==> src/rtl/cdms_pkg.sv <==
// ============================================================================
// cdms_pkg
// Constants, types and small compare functions of the color-difference
// median smoothing block.
// ============================================================================
`default_nettype none

package cdms_pkg;

  localparam int unsigned MaxWidth = 4096;
  localparam int unsigned ColW     = $clog2(MaxWidth);
  localparam int unsigned PendW    = $clog2(MaxWidth + 2);
  localparam int unsigned PixW     = 16;
  localparam int unsigned DiffW    = PixW + 1;
  localparam int unsigned FwW      = 13;
  localparam int unsigned FhW      = 16;
  localparam int unsigned CfgIdxW  = 2;
  localparam int unsigned CfgDataW = 16;

  // Configuration register indexes.
  localparam logic [CfgIdxW-1:0] CfgFrameWidth  = CfgIdxW'(0);
  localparam logic [CfgIdxW-1:0] CfgFrameHeight = CfgIdxW'(1);

  localparam logic [FwW-1:0] FwReset = FwW'(4096);
  localparam logic [FhW-1:0] FhReset = FhW'(2048);
  localparam logic [FwW-1:0] FwMin   = FwW'(3);
  localparam logic [FhW-1:0] FhMin   = FhW'(3);

  // Input operation codes.
  localparam logic OpPixel = 1'b0;
  localparam logic OpFlush = 1'b1;

  typedef logic [PixW-1:0]         sample_t;
  typedef logic signed [DiffW-1:0] diff_t;

  typedef struct packed {
    sample_t r;
    sample_t g;
    sample_t b;
  } pixel_t;

  // One line-store word holds a column of the two previous rows.
  typedef struct packed {
    pixel_t older;
    pixel_t prev;
  } line_word_t;

  typedef struct packed {
    diff_t lo;
    diff_t mid;
    diff_t hi;
  } col_sort_t;

  // Per-word control from the sequencer to the datapath.
  typedef struct packed {
    logic            step;
    logic            wr;
    logic [ColW-1:0] col;
    logic            emit;
    logic            smooth;
    logic            eof;
  } step_ctl_t;

  function automatic diff_t diff_of(sample_t c, sample_t g);
    diff_of = $signed({1'b0, c}) - $signed({1'b0, g});
  endfunction

  function automatic diff_t max2(diff_t a, diff_t b);
    max2 = (a > b) ? a : b;
  endfunction

  function automatic diff_t min2(diff_t a, diff_t b);
    min2 = (a < b) ? a : b;
  endfunction

  function automatic diff_t max3(diff_t a, diff_t b, diff_t c);
    max3 = max2(max2(a, b), c);
  endfunction

  function automatic diff_t min3(diff_t a, diff_t b, diff_t c);
    min3 = min2(min2(a, b), c);
  endfunction

  function automatic diff_t med3(diff_t a, diff_t b, diff_t c);
    med3 = max2(min2(a, b), min2(max2(a, b), c));
  endfunction

  function automatic col_sort_t sort3(diff_t a, diff_t b, diff_t c);
    col_sort_t s;
    s.lo  = min3(a, b, c);
    s.mid = med3(a, b, c);
    s.hi  = max3(a, b, c);
    sort3 = s;
  endfunction

endpackage

`default_nettype wire

==> src/rtl/cdms_window.sv <==
// ============================================================================
// cdms_window
// 3x3 window held as sorted red-green and blue-green difference columns,
// plus the raw middle-row pixels that feed the output.
// ============================================================================
`default_nettype none

module cdms_window
  import cdms_pkg::*;
(
  input  logic            clk_i,
  input  logic            step_i,
  input  pixel_t          cur_i,
  input  line_word_t      line_i,
  output col_sort_t [2:0] red_cols_o,
  output col_sort_t [2:0] blue_cols_o,
  output pixel_t          center_o
);

  col_sort_t [2:0] red_q, blue_q;
  col_sort_t       red_new, blue_new;
  pixel_t          mid1_q, mid2_q;

  // Each column is sorted once as it enters and then just shifts along.
  assign red_new  = sort3(diff_of(line_i.older.r, line_i.older.g),
                          diff_of(line_i.prev.r, line_i.prev.g),
                          diff_of(cur_i.r, cur_i.g));
  assign blue_new = sort3(diff_of(line_i.older.b, line_i.older.g),
                          diff_of(line_i.prev.b, line_i.prev.g),
                          diff_of(cur_i.b, cur_i.g));

  always_ff @(posedge clk_i) begin
    if (step_i) begin
      red_q[0]  <= red_q[1];
      red_q[1]  <= red_q[2];
      red_q[2]  <= red_new;
      blue_q[0] <= blue_q[1];
      blue_q[1] <= blue_q[2];
      blue_q[2] <= blue_new;
      mid1_q    <= mid2_q;
      mid2_q    <= line_i.prev;
    end
  end

  assign red_cols_o  = red_q;
  assign blue_cols_o = blue_q;
  assign center_o    = mid1_q;

endmodule

`default_nettype wire

==> config.mk <==
export PLATFORM = sky130hd
export DESIGN_NAME = cdms_window
export DESIGN_NICKNAME = d
export VERILOG_FILES = /design/src/rtl/cdms_pkg.sv /design/src/rtl/cdms_window.sv
export SDC_FILE = /design/constraint.sdc
export NUM_CORES = 1
export LEC_CHECK = 0
export ABC_AREA = 0
export ABC_CLOCK_PERIOD_IN_PS = 15350
export BUFFER_PORTS_ARGS = -buffer_cell sky130_fd_sc_hd__buf_4
export CORE_ASPECT_RATIO = 1.5
export CORE_UTILIZATION = 55
export CTS_CLUSTER_SIZE = 30
export DETAILED_ROUTE_END_ITERATION = 10
export GPL_ROUTABILITY_DRIVEN = 0
export HOLD_SLACK_MARGIN = 0.1
export PLACE_DENSITY = 0.85
export SLEW_MARGIN = 10
export SYNTH_ARGS = -nofsm -noshare
export SYNTH_HDL_FRONTEND = slang
export SYNTH_SLANG_ARGS = --single-unit
==> constraint.sdc <==
create_clock -name clk_i -period 15.35 [get_ports clk_i]
set_input_delay 4.605 -clock clk_i [delete_from_list [all_inputs] [get_ports clk_i]]
set_output_delay 4.605 -clock clk_i [all_outputs]
set_load 0.005 [all_outputs]
==> results.tsv, run 1 <==
metric	value	unit
Setup Skew	0.0215	ns
final setup TNS	0	ns
Slew @ Worst Pin	1.14	ns
die boundary height	250	µm
DR vias	17200	
Tmin final	14.75	ns
headroom to the max-slew limit	0.240	
Crit Path Class	input port to flop	
clk buf depth	3	
syn_nets	2155	
CP required	15.64	ns
die area	0.0417	mm²
final period utilization	0.961	
Crit path top cell by count	o21a_1	
I/O Buffers	499	
top_reg_cell synth	edfxtp_1	
sequential share of the synthesized area	0.536	
fraction of layout cells with a size suffix above 1	0.291	
global route total overflow	0	
Reg clk slew, reported paths	0.07	ns
CTS Hold Bufs	0	
synth-to-layout area growth	25.1	%
Tot GR Track Use	0.312	
Yosys top cell area share	0.536	
post-synth cell types	90	
Worst path max stage delay	0.75	ns
total CTS buffers	38	
Setup Viol. Count Final	0	
Yosys warning total	0	
first-pass GRT wire length	98100	µm
peak supply drop	0.130	mV
P_leak	0.0124	µW
Initial Util	0.558	
max_cap viols	0	
Crit. End Element	flop	
post-synthesis register bit count	402	
ys async rst share	0	
outcome	finished, final reports clean	
setup repair after global routing missed its margin	no	
worst skew pair latency	0.55	ns
row cnt	90	
hpwl dp	52900	µm
drt drc	0	
Synth area leader	edfxtp_1	
Place WS	0.377	ns
ranking of synthesized cells by area	edfxtp_1 54%, ha_1 13%, mux2i_1 4.0%	
Cell Area, Synth	0.0225	mm²
fin util	0.698	
Hold WS	0.416	ns
routed wire length	66300	µm
Chip Width	167	µm
Hold WC Path Type	flop to flop	
Core Footprint	0.0403	mm²
Fmax achieved	0.0678	GHz
CP Launch Type	input port	
DRT iter0 DRCs	1482	
syn_area_per_cell	12.7	µm²
Routed Antenna Nets	0	
final hold violation count	0	
root buffer cell	clkbuf_16	
Setup Fix Bufs, Post-CTS	0	
Final nets	2682	
number of flops mapped to enable cells by yosys	402	
H-tree Lvls	2	
TritonCTS Sinks	402	
largest net degree at the start of global routing	89	
Cells after Synth	1777	
CP arrival	15.04	ns
Worst Path Max Fanout	16	
post_cts resized	0	
Wirelength per Cell	23.3	µm
pwr dens	181	mW/mm²
number of global-route vias before repair	17400	
total power draw	5090	µW
initial antenna violation count	9	
Avg Vias per Cell	6.04	
R2R Setup Slk	14.57	ns
Fill cells	2791	
slowest cell on the critical path	a21boi_0	
Pre-antenna DRT Iters	5	
Final WS setup	0.599	ns
CTS tree	yes	
Final Max Slew Viols	0	
# IOs	500	
-- per-layer routing --
| layer | track usage | vias up | share of wire |
|---|---|---|---|
| met1 | 0.325 | 8246 | 0.34 |
| met4 | 0.206 | 0 | 0.069 |
| met3 | 0.0473 | 248 | 0.065 |
| met2 | 0.577 | 936 | 0.53 |
| li1 | - | 7774 | - |
| met5 | 0 | - | 0 |
-- critical path, delay by kind of cell --
kind / cells / cell delay (ns)
buf+inv: 5 / 0.90
compound gates: 23 / 5.97
mux: 3 / 1.02
fa+ha+maj: 4 / 1.16
simple gates: 7 / 1.37
-- final timing paths --
path | startpoint | endpoint | depth (start not counted)
max reg2reg | red_cols_o[95]$_DFFE_PP_ | red_cols_o[44]$_DFFE_PP_ | 0
max | line_i[17] | red_cols_o[119]$_DFFE_PP_ | 42
min reg2reg | mid2_q[21]$_DFFE_PP_ | center_o[21]$_DFFE_PP_ | 0
min | mid2_q[21]$_DFFE_PP_ | center_o[21]$_DFFE_PP_ | 0
-- area by class of cell --
type	instances	area, µm²	share of cell area
antenna	9	22.5	0.000800
clock buffer	46	1040	0.0371
clock inverter	23	246	0.00876
inverter	176	661	0.0235
multi-input combinational	1169	9580	0.340
sequential	402	12100	0.429
tap	506	633	0.0225
timing repair buffer	517	3890	0.138
-- sequential cells by signal, indices dropped and copies added (netlist names) --
signal       count
blue_cols_o    153
center_o        48
red_cols_o     153
mid2_q          48
-- synthesized netlist by cell type, drive strengths merged (15+ instances only) --
| library cell | number |
|---|---|
| clkbuf | 16 |
| nor2 | 99 |
| a21oi | 87 |
| nor3 | 26 |
| xnor2 | 39 |
| xor2 | 21 |
| nand4 | 21 |
| nand3 | 42 |
| inv | 176 |
| nor2b | 35 |
| mux2 | 56 |
| nand2 | 59 |
| and3 | 19 |
| edfxtp | 402 |
| a21o | 37 |
| o21a | 37 |
| nand2b | 15 |
| mux2i | 97 |
| a211oi | 26 |
| ha | 226 |
| o21ai | 65 |
-- metrics by stage --
step	area (µm²)	std cells
floorplan	22500	1777
global placement	26800	2770
detailed placement	26800	2770
CTS	28100	2839
global route	28100	2848
finish	28100	2848
-- placed cells by master, fill, tap and decap left out, types with 37 or more instances in the layout --
cell,count
xnor2_1,39
mux2_2,49
a21o_1,37
o21a_1,37
mux2i_1,91
inv_1,176
a21oi_1,84
nor2_1,97
nand2_1,59
edfxtp_1,402
nand3_1,41
ha_1,226
o21ai_0,56
buf_4,516
clkbuf_16,41
-- cells by family (layout without fill, tap and decap cells) --
family	Yosys count	in the layout	synth area share
simple gates	359	359	0.0816
xor+xnor	60	60	0.0234
compound gates	364	364	0.114
fa+ha+maj	233	233	0.132
mux	153	153	0.0745
other cells	0	9	0
buf+inv	206	762	0.0383
flops	402	402	0.536
-- power breakdown --
part | internal (µW) | leakage (µW) | switching (µW)
clock | 571 | 0.000625 | 405
combinational | 1070 | 0.00779 | 1280
sequential | 1620 | 0.00394 | 148
No activity file was read; power rests on OpenSTA's default activity.
==> run 2, diff against run 1 <==
Settings changed: CTS_BUF_LIST set to sky130_fd_sc_hd__clkbuf_4 sky130_fd_sc_hd__clkbuf_8 sky130_fd_sc_hd__clkbuf_16.
==> run 2 against run 1 <==
- flip-flop and latch count stayed put
- register-to-register slack hardly changed
- clock power is 1% higher
- die area stayed put
- routed wire length hardly changed
- cell count hardly changed
- count of clock-buffer cells in the layout stayed put
- cell area hardly changed
- clock skew hardly changed
- largest power group unchanged
- highest routed layer unchanged
==> results.tsv, run 2 (synthesis results as in run 1) <==
metric	value	unit	change
peak supply drop	0.130	mV	about the same
pwr dens	181	mW/mm²	+0.12%
met2 Track Usage GR	0.579		+0.00191
CP arrival	14.99	ns	-0.05 ns
root buffer cell	clkbuf_16		
TritonCTS Sinks	402		unchanged
Place WS	0.377	ns	unchanged
headroom to the max-slew limit	0.247		+0.00719
total CTS buffers	38		unchanged
hpwl dp	52900	µm	unchanged
number of global-route vias before repair	17400		+0.24%
GR peak layer	met2		
Reg clk slew, reported paths	0.07	ns	about the same
setup repair after global routing missed its margin	no		
global route total overflow	0		unchanged
Final WS setup	0.646	ns	+0.0467 ns
row cnt	90		unchanged
Tmin final	14.70	ns	-0.0467 ns
Setup Fix Bufs, Post-CTS	0		unchanged
routed wire length	66400	µm	about the same
P_leak	0.0124	µW	+0.14%
die boundary height	250	µm	unchanged
Worst Path Max Fanout	16		unchanged
initial antenna violation count	8		-1
fraction of layout cells with a size suffix above 1	0.293		+0.00214
Tot GR Track Use	0.312		+0.000346
R2R Setup Slk	14.58	ns	about the same
outcome	finished, final reports clean		
Setup Viol. Count Final	0		unchanged
Crit path top cell by count	o21a_1		
M1 GR Usage	0.324		-0.000857
Slew @ Worst Pin	1.13	ns	-0.0108 ns
final hold violation count	0		unchanged
final setup TNS	0	ns	unchanged
Crit. End Element	flop		
# IOs	500		unchanged
Crit Path Class	input port to flop		
Initial Util	0.558		unchanged
Worst path max stage delay	0.73	ns	-0.02 ns
DRT iter0 DRCs	1472		-0.67%
r2r startpoint	red_cols_o[95]$_DFFE_PP_		
CTS tree	yes		
Final nets	2682		unchanged
Setup Skew	0.0210	ns	-0.000464 ns
Core Footprint	0.0403	mm²	unchanged
worst skew pair latency	0.55	ns	about the same
Fmax achieved	0.0680	GHz	+0.32%
Crit. Startpoint	line_i[17]		
synth-to-layout area growth	25.2	%	about the same
hold depth	0		unchanged
most common cell after layout, fill and taps aside	buf_4		
Hold WC Path Type	flop to flop		
R2R depth	0		unchanged
Avg Vias per Cell	6.05		+0.13%
worst hold path endpoint	center_o[4]$_DFFE_PP_		
CP required	15.64	ns	about the same
M3 GR Usage	0.0482		+0.000951
slowest cell on the critical path	a21boi_0		
post_cts resized	0		unchanged
r2r endpoint	red_cols_o[44]$_DFFE_PP_		
max_cap viols	0		unchanged
final period utilization	0.958		-0.00304
Routed Antenna Nets	0		unchanged
largest net degree at the start of global routing	89		unchanged
drt drc	0		unchanged
CP Launch Type	input port		
Hold Startpoint	mid2_q[4]$_DFFE_PP_		
Final Max Slew Viols	0		unchanged
Pre-antenna DRT Iters	8		+3
Wirelength per Cell	23.3	µm	about the same
Chip Width	167	µm	unchanged
first-pass GRT wire length	98200	µm	+0.11%
H-tree Lvls	2		unchanged
most frequent cells in the layout	516 x buf_4, 402 x edfxtp_1, 226 x ha_1		
CTS Hold Bufs	0		unchanged
DR vias	17200		+0.093%
clk buf depth	3		unchanged
I/O Buffers	499		unchanged
die area	0.0417	mm²	unchanged
run 2: how the worst max path moves through the flow:
stage | slack, ns | end | cells after the start
after global placement | 0.60 | red_cols_o[119]$_DFFE_PP_ | 42
after floorplan | 1.56 | red_cols_o[120]$_DFFE_PP_ | 47
after global routing | 0.24 | red_cols_o[119]$_DFFE_PP_ | 42
final | 0.65 | red_cols_o[119]$_DFFE_PP_ | 42
after CTS | 0.84 | red_cols_o[119]$_DFFE_PP_ | 42
after detailed placement | 0.38 | red_cols_o[119]$_DFFE_PP_ | 42
run 2: area by class of cell:
class,count,area (µm²)
repair buffers,517,3890
flip-flops and latches,402,12100
diodes,8,20.0
fillers,2794,12200
inverters,176,661
clock buffers,46,1060
multi-input cells,1169,9580
well taps,506,633
clock inverters,23,246
run 2: power by group:
group          switching [µW]  internal, µW
Combinational            1280          1070
Sequential                148          1620
Clock                     406           580
Total                    1840          3270
run 2: stage by stage:
step | hold WS (ns) | area, µm² | cells | utilization | total power (µW)
3_5_place_dp | 0.405 | 26800 | 2770 | 0.666 | 4080
4_1_cts | 0.418 | 28100 | 2839 | 0.698 | 5080
2_1_floorplan | 0.400 | 22500 | 1777 | - | 3140
6_report | 0.416 | 28200 | 2847 | 0.699 | 5100
5_1_grt | 0.425 | 28200 | 2847 | 0.699 | 5350
3_3_place_gp | 0.401 | 26800 | 2770 | 0.666 | 4000
run 2: critical path: cells and delay by family:
family,cells,cell delay (ns)
adder cells (fa/ha/maj),4,1.15
multiplexers,3,1.02
AND/OR/NAND/NOR,7,1.34
AO/OA/AOI/OAI,23,5.95
buffers and inverters,5,0.90
run 2: metal layers:
metal	vias to the layer above	routed length [µm]
met5	-	0
met4	0	4780
met3	261	4440
met2	958	34800
met1	8232	22300
li1	7769	-
==> run 3, diff against run 2 <==
Settings changed: BUFFER_PORTS_ARGS -buffer_cell sky130_fd_sc_hd__buf_4 to -buffer_cell sky130_fd_sc_hd__buf_2, CTS_CLUSTER_DIAMETER set to 60.
==> run 3 against run 2 <==
- worst hold slack about the same
- via count up 0.35%
- sequential share of layout area up 2.6 points
- cell area down 5.7%
- flip-flop and latch count unchanged
- highest routed layer is now met5
==> results.tsv, run 3 (synthesis results as in run 1) <==
metric	value	unit	change
first-pass GRT wire length	95700	µm	-2.6%
pwr dens	178	mW/mm²	-1.6%
Worst Path Max Fanout	16		unchanged
global route total overflow	0		unchanged
Reg clk slew, reported paths	0.10	ns	+0.03 ns
Fill cells	2992		+7.1%
Worst path max stage delay	0.62	ns	-0.11 ns
Avg Vias per Cell	6.12		+1.2%
hpwl dp	52600	µm	-0.64%
fraction of layout cells with a size suffix above 1	0.288		-0.00537
outcome	finished, final reports clean		
CP Launch Type	input port		
total CTS buffers	24		-37%
Tmin final	14.47	ns	-0.232 ns
Crit. End Element	flop		
Tot GR Track Use	0.304		-0.00855
Crit Path Class	input port to flop		
clk buf depth	3		unchanged
most frequent cells in the layout	498 x buf_2, 402 x edfxtp_1, 226 x ha_1		
total power draw	4730	µW	-7.3%
max_cap viols	0		unchanged
die area	0.0417	mm²	unchanged
Crit path top cell by count	o21a_1		
Pre-antenna DRT Iters	7		-1
Place WS	0.705	ns	+0.328 ns
Chip Width	167	µm	unchanged
Slew @ Worst Pin	1.12	ns	-0.00679 ns
peak supply drop	0.130	mV	+0.35%
CTS tree	yes		
TritonCTS Sinks	402		unchanged
Setup Fix Bufs, Post-CTS	0		unchanged
fin util	0.658		-0.0402
Fmax achieved	0.0691	GHz	+1.6%
H-tree Lvls	1		-1
root buffer cell	clkbuf_16		
DR vias	17300		+0.35%
Final Max Slew Viols	0		unchanged
CP required	15.69	ns	+0.05 ns
post_cts resized	0		unchanged
setup repair after global routing missed its margin	no		
CTS Hold Bufs	0		unchanged
final hold violation count	0		unchanged
die boundary height	250	µm	unchanged
slowest cell on the critical path	a21boi_0		
drt drc	0		unchanged
final period utilization	0.943		-0.0151
DRT iter0 DRCs	1426		-3.1%
CP arrival	14.81	ns	-0.18 ns
number of global-route vias before repair	17300		-0.53%
worst skew pair latency	0.58	ns	+0.03 ns
P_leak	0.0117	µW	-5.2%
Wirelength per Cell	23.3	µm	about the same
Initial Util	0.558		unchanged
Final nets	2669		-0.48%
most common cell after layout, fill and taps aside	buf_2		
row cnt	90		unchanged
final setup TNS	0	ns	unchanged
Setup Viol. Count Final	0		unchanged
initial antenna violation count	12		+4
Setup Skew	0.0273	ns	+0.00629 ns
Final WS setup	0.878	ns	+0.232 ns
I/O Buffers	499		unchanged
Routed Antenna Nets	0		unchanged
synth-to-layout area growth	18.0	%	
Core Footprint	0.0403	mm²	unchanged
headroom to the max-slew limit	0.251		+0.00453
# IOs	500		unchanged
Hold WC Path Type	flop to flop		
largest net degree at the start of global routing	144		+62%
routed wire length	65700	µm	-0.96%
[run 3: changes by cell type in the layout (fill, tap and decap cells not counted), moves of 2 or more]
cell / before / now
clkinv_1: 7 / 1
clkbuf_16: 41 / 25
clkinv_2: 6 / 0
clkbuf_4: 5 / 0
inv_8: 0 / 2
clkinv_16: 0 / 5
clkinv_8: 0 / 4
buf_4: 516 / 19
bufinv_16: 5 / 0
buf_2: 0 / 498
[run 3: power by group]
part	leakage (µW)	total (µW)	internal [µW]	switching, µW
Sequential	0.00394	1760	1620	140
Clock	0.000428	749	333	416
Combinational	0.00736	2220	938	1290
Total	0.0117	4730	2890	1840
[run 3: final cells by class]
cell class | instances | area [µm²] | area share
sequential | 402 | 12100 | 0.455
multi-input combinational | 1169 | 9580 | 0.361
timing repair buffer | 518 | 2650 | 0.0998
inverter | 176 | 661 | 0.0249
tap | 506 | 633 | 0.0239
clock buffer | 25 | 626 | 0.0236
clock inverter | 17 | 302 | 0.0114
antenna | 9 | 22.5 | 0.000849
[run 3: worst max-delay path, delay by kind of cell]
kind                     cells  cell delay, ns
AO/OA/AOI/OAI               23            5.89
adder cells (fa/ha/maj)      4            1.17
buffers and inverters        4            0.65
multiplexers                 3            1.09
AND/OR/NAND/NOR              7            1.36
[run 3: final timing paths]
kind	startpoint	endpoint	slack, ns	cells past startpoint
setup / recovery	line_i[17]	red_cols_o[119]$_DFFE_PP_	0.88	41
hold / removal	mid2_q[8]$_DFFE_PP_	center_o[8]$_DFFE_PP_	0.42	0
setup reg to reg	red_cols_o[112]$_DFFE_PP_	red_cols_o[61]$_DFFE_PP_	14.59	0
hold reg to reg	mid2_q[8]$_DFFE_PP_	center_o[8]$_DFFE_PP_	0.42	0
[run 3: metal layers]
metal  GRT usage  wire (µm)  vias up
li1            -          -     7736
met1       0.315      22200     8249
met2       0.552      33800      994
met3      0.0468       4380      300
met4       0.224       5240        2
met5           0         13        -
[run 3: per-stage QoR]
step / instance area, µm² / hold slack, ns / std cells
3_5_place_dp: 25600 / 0.405 / 2771
4_1_cts: 26500 / 0.419 / 2813
2_1_floorplan: 22500 / 0.400 / 1777
5_1_grt: 26500 / 0.425 / 2822
3_3_place_gp: 25600 / 0.400 / 2771
6_report: 26500 / 0.416 / 2822
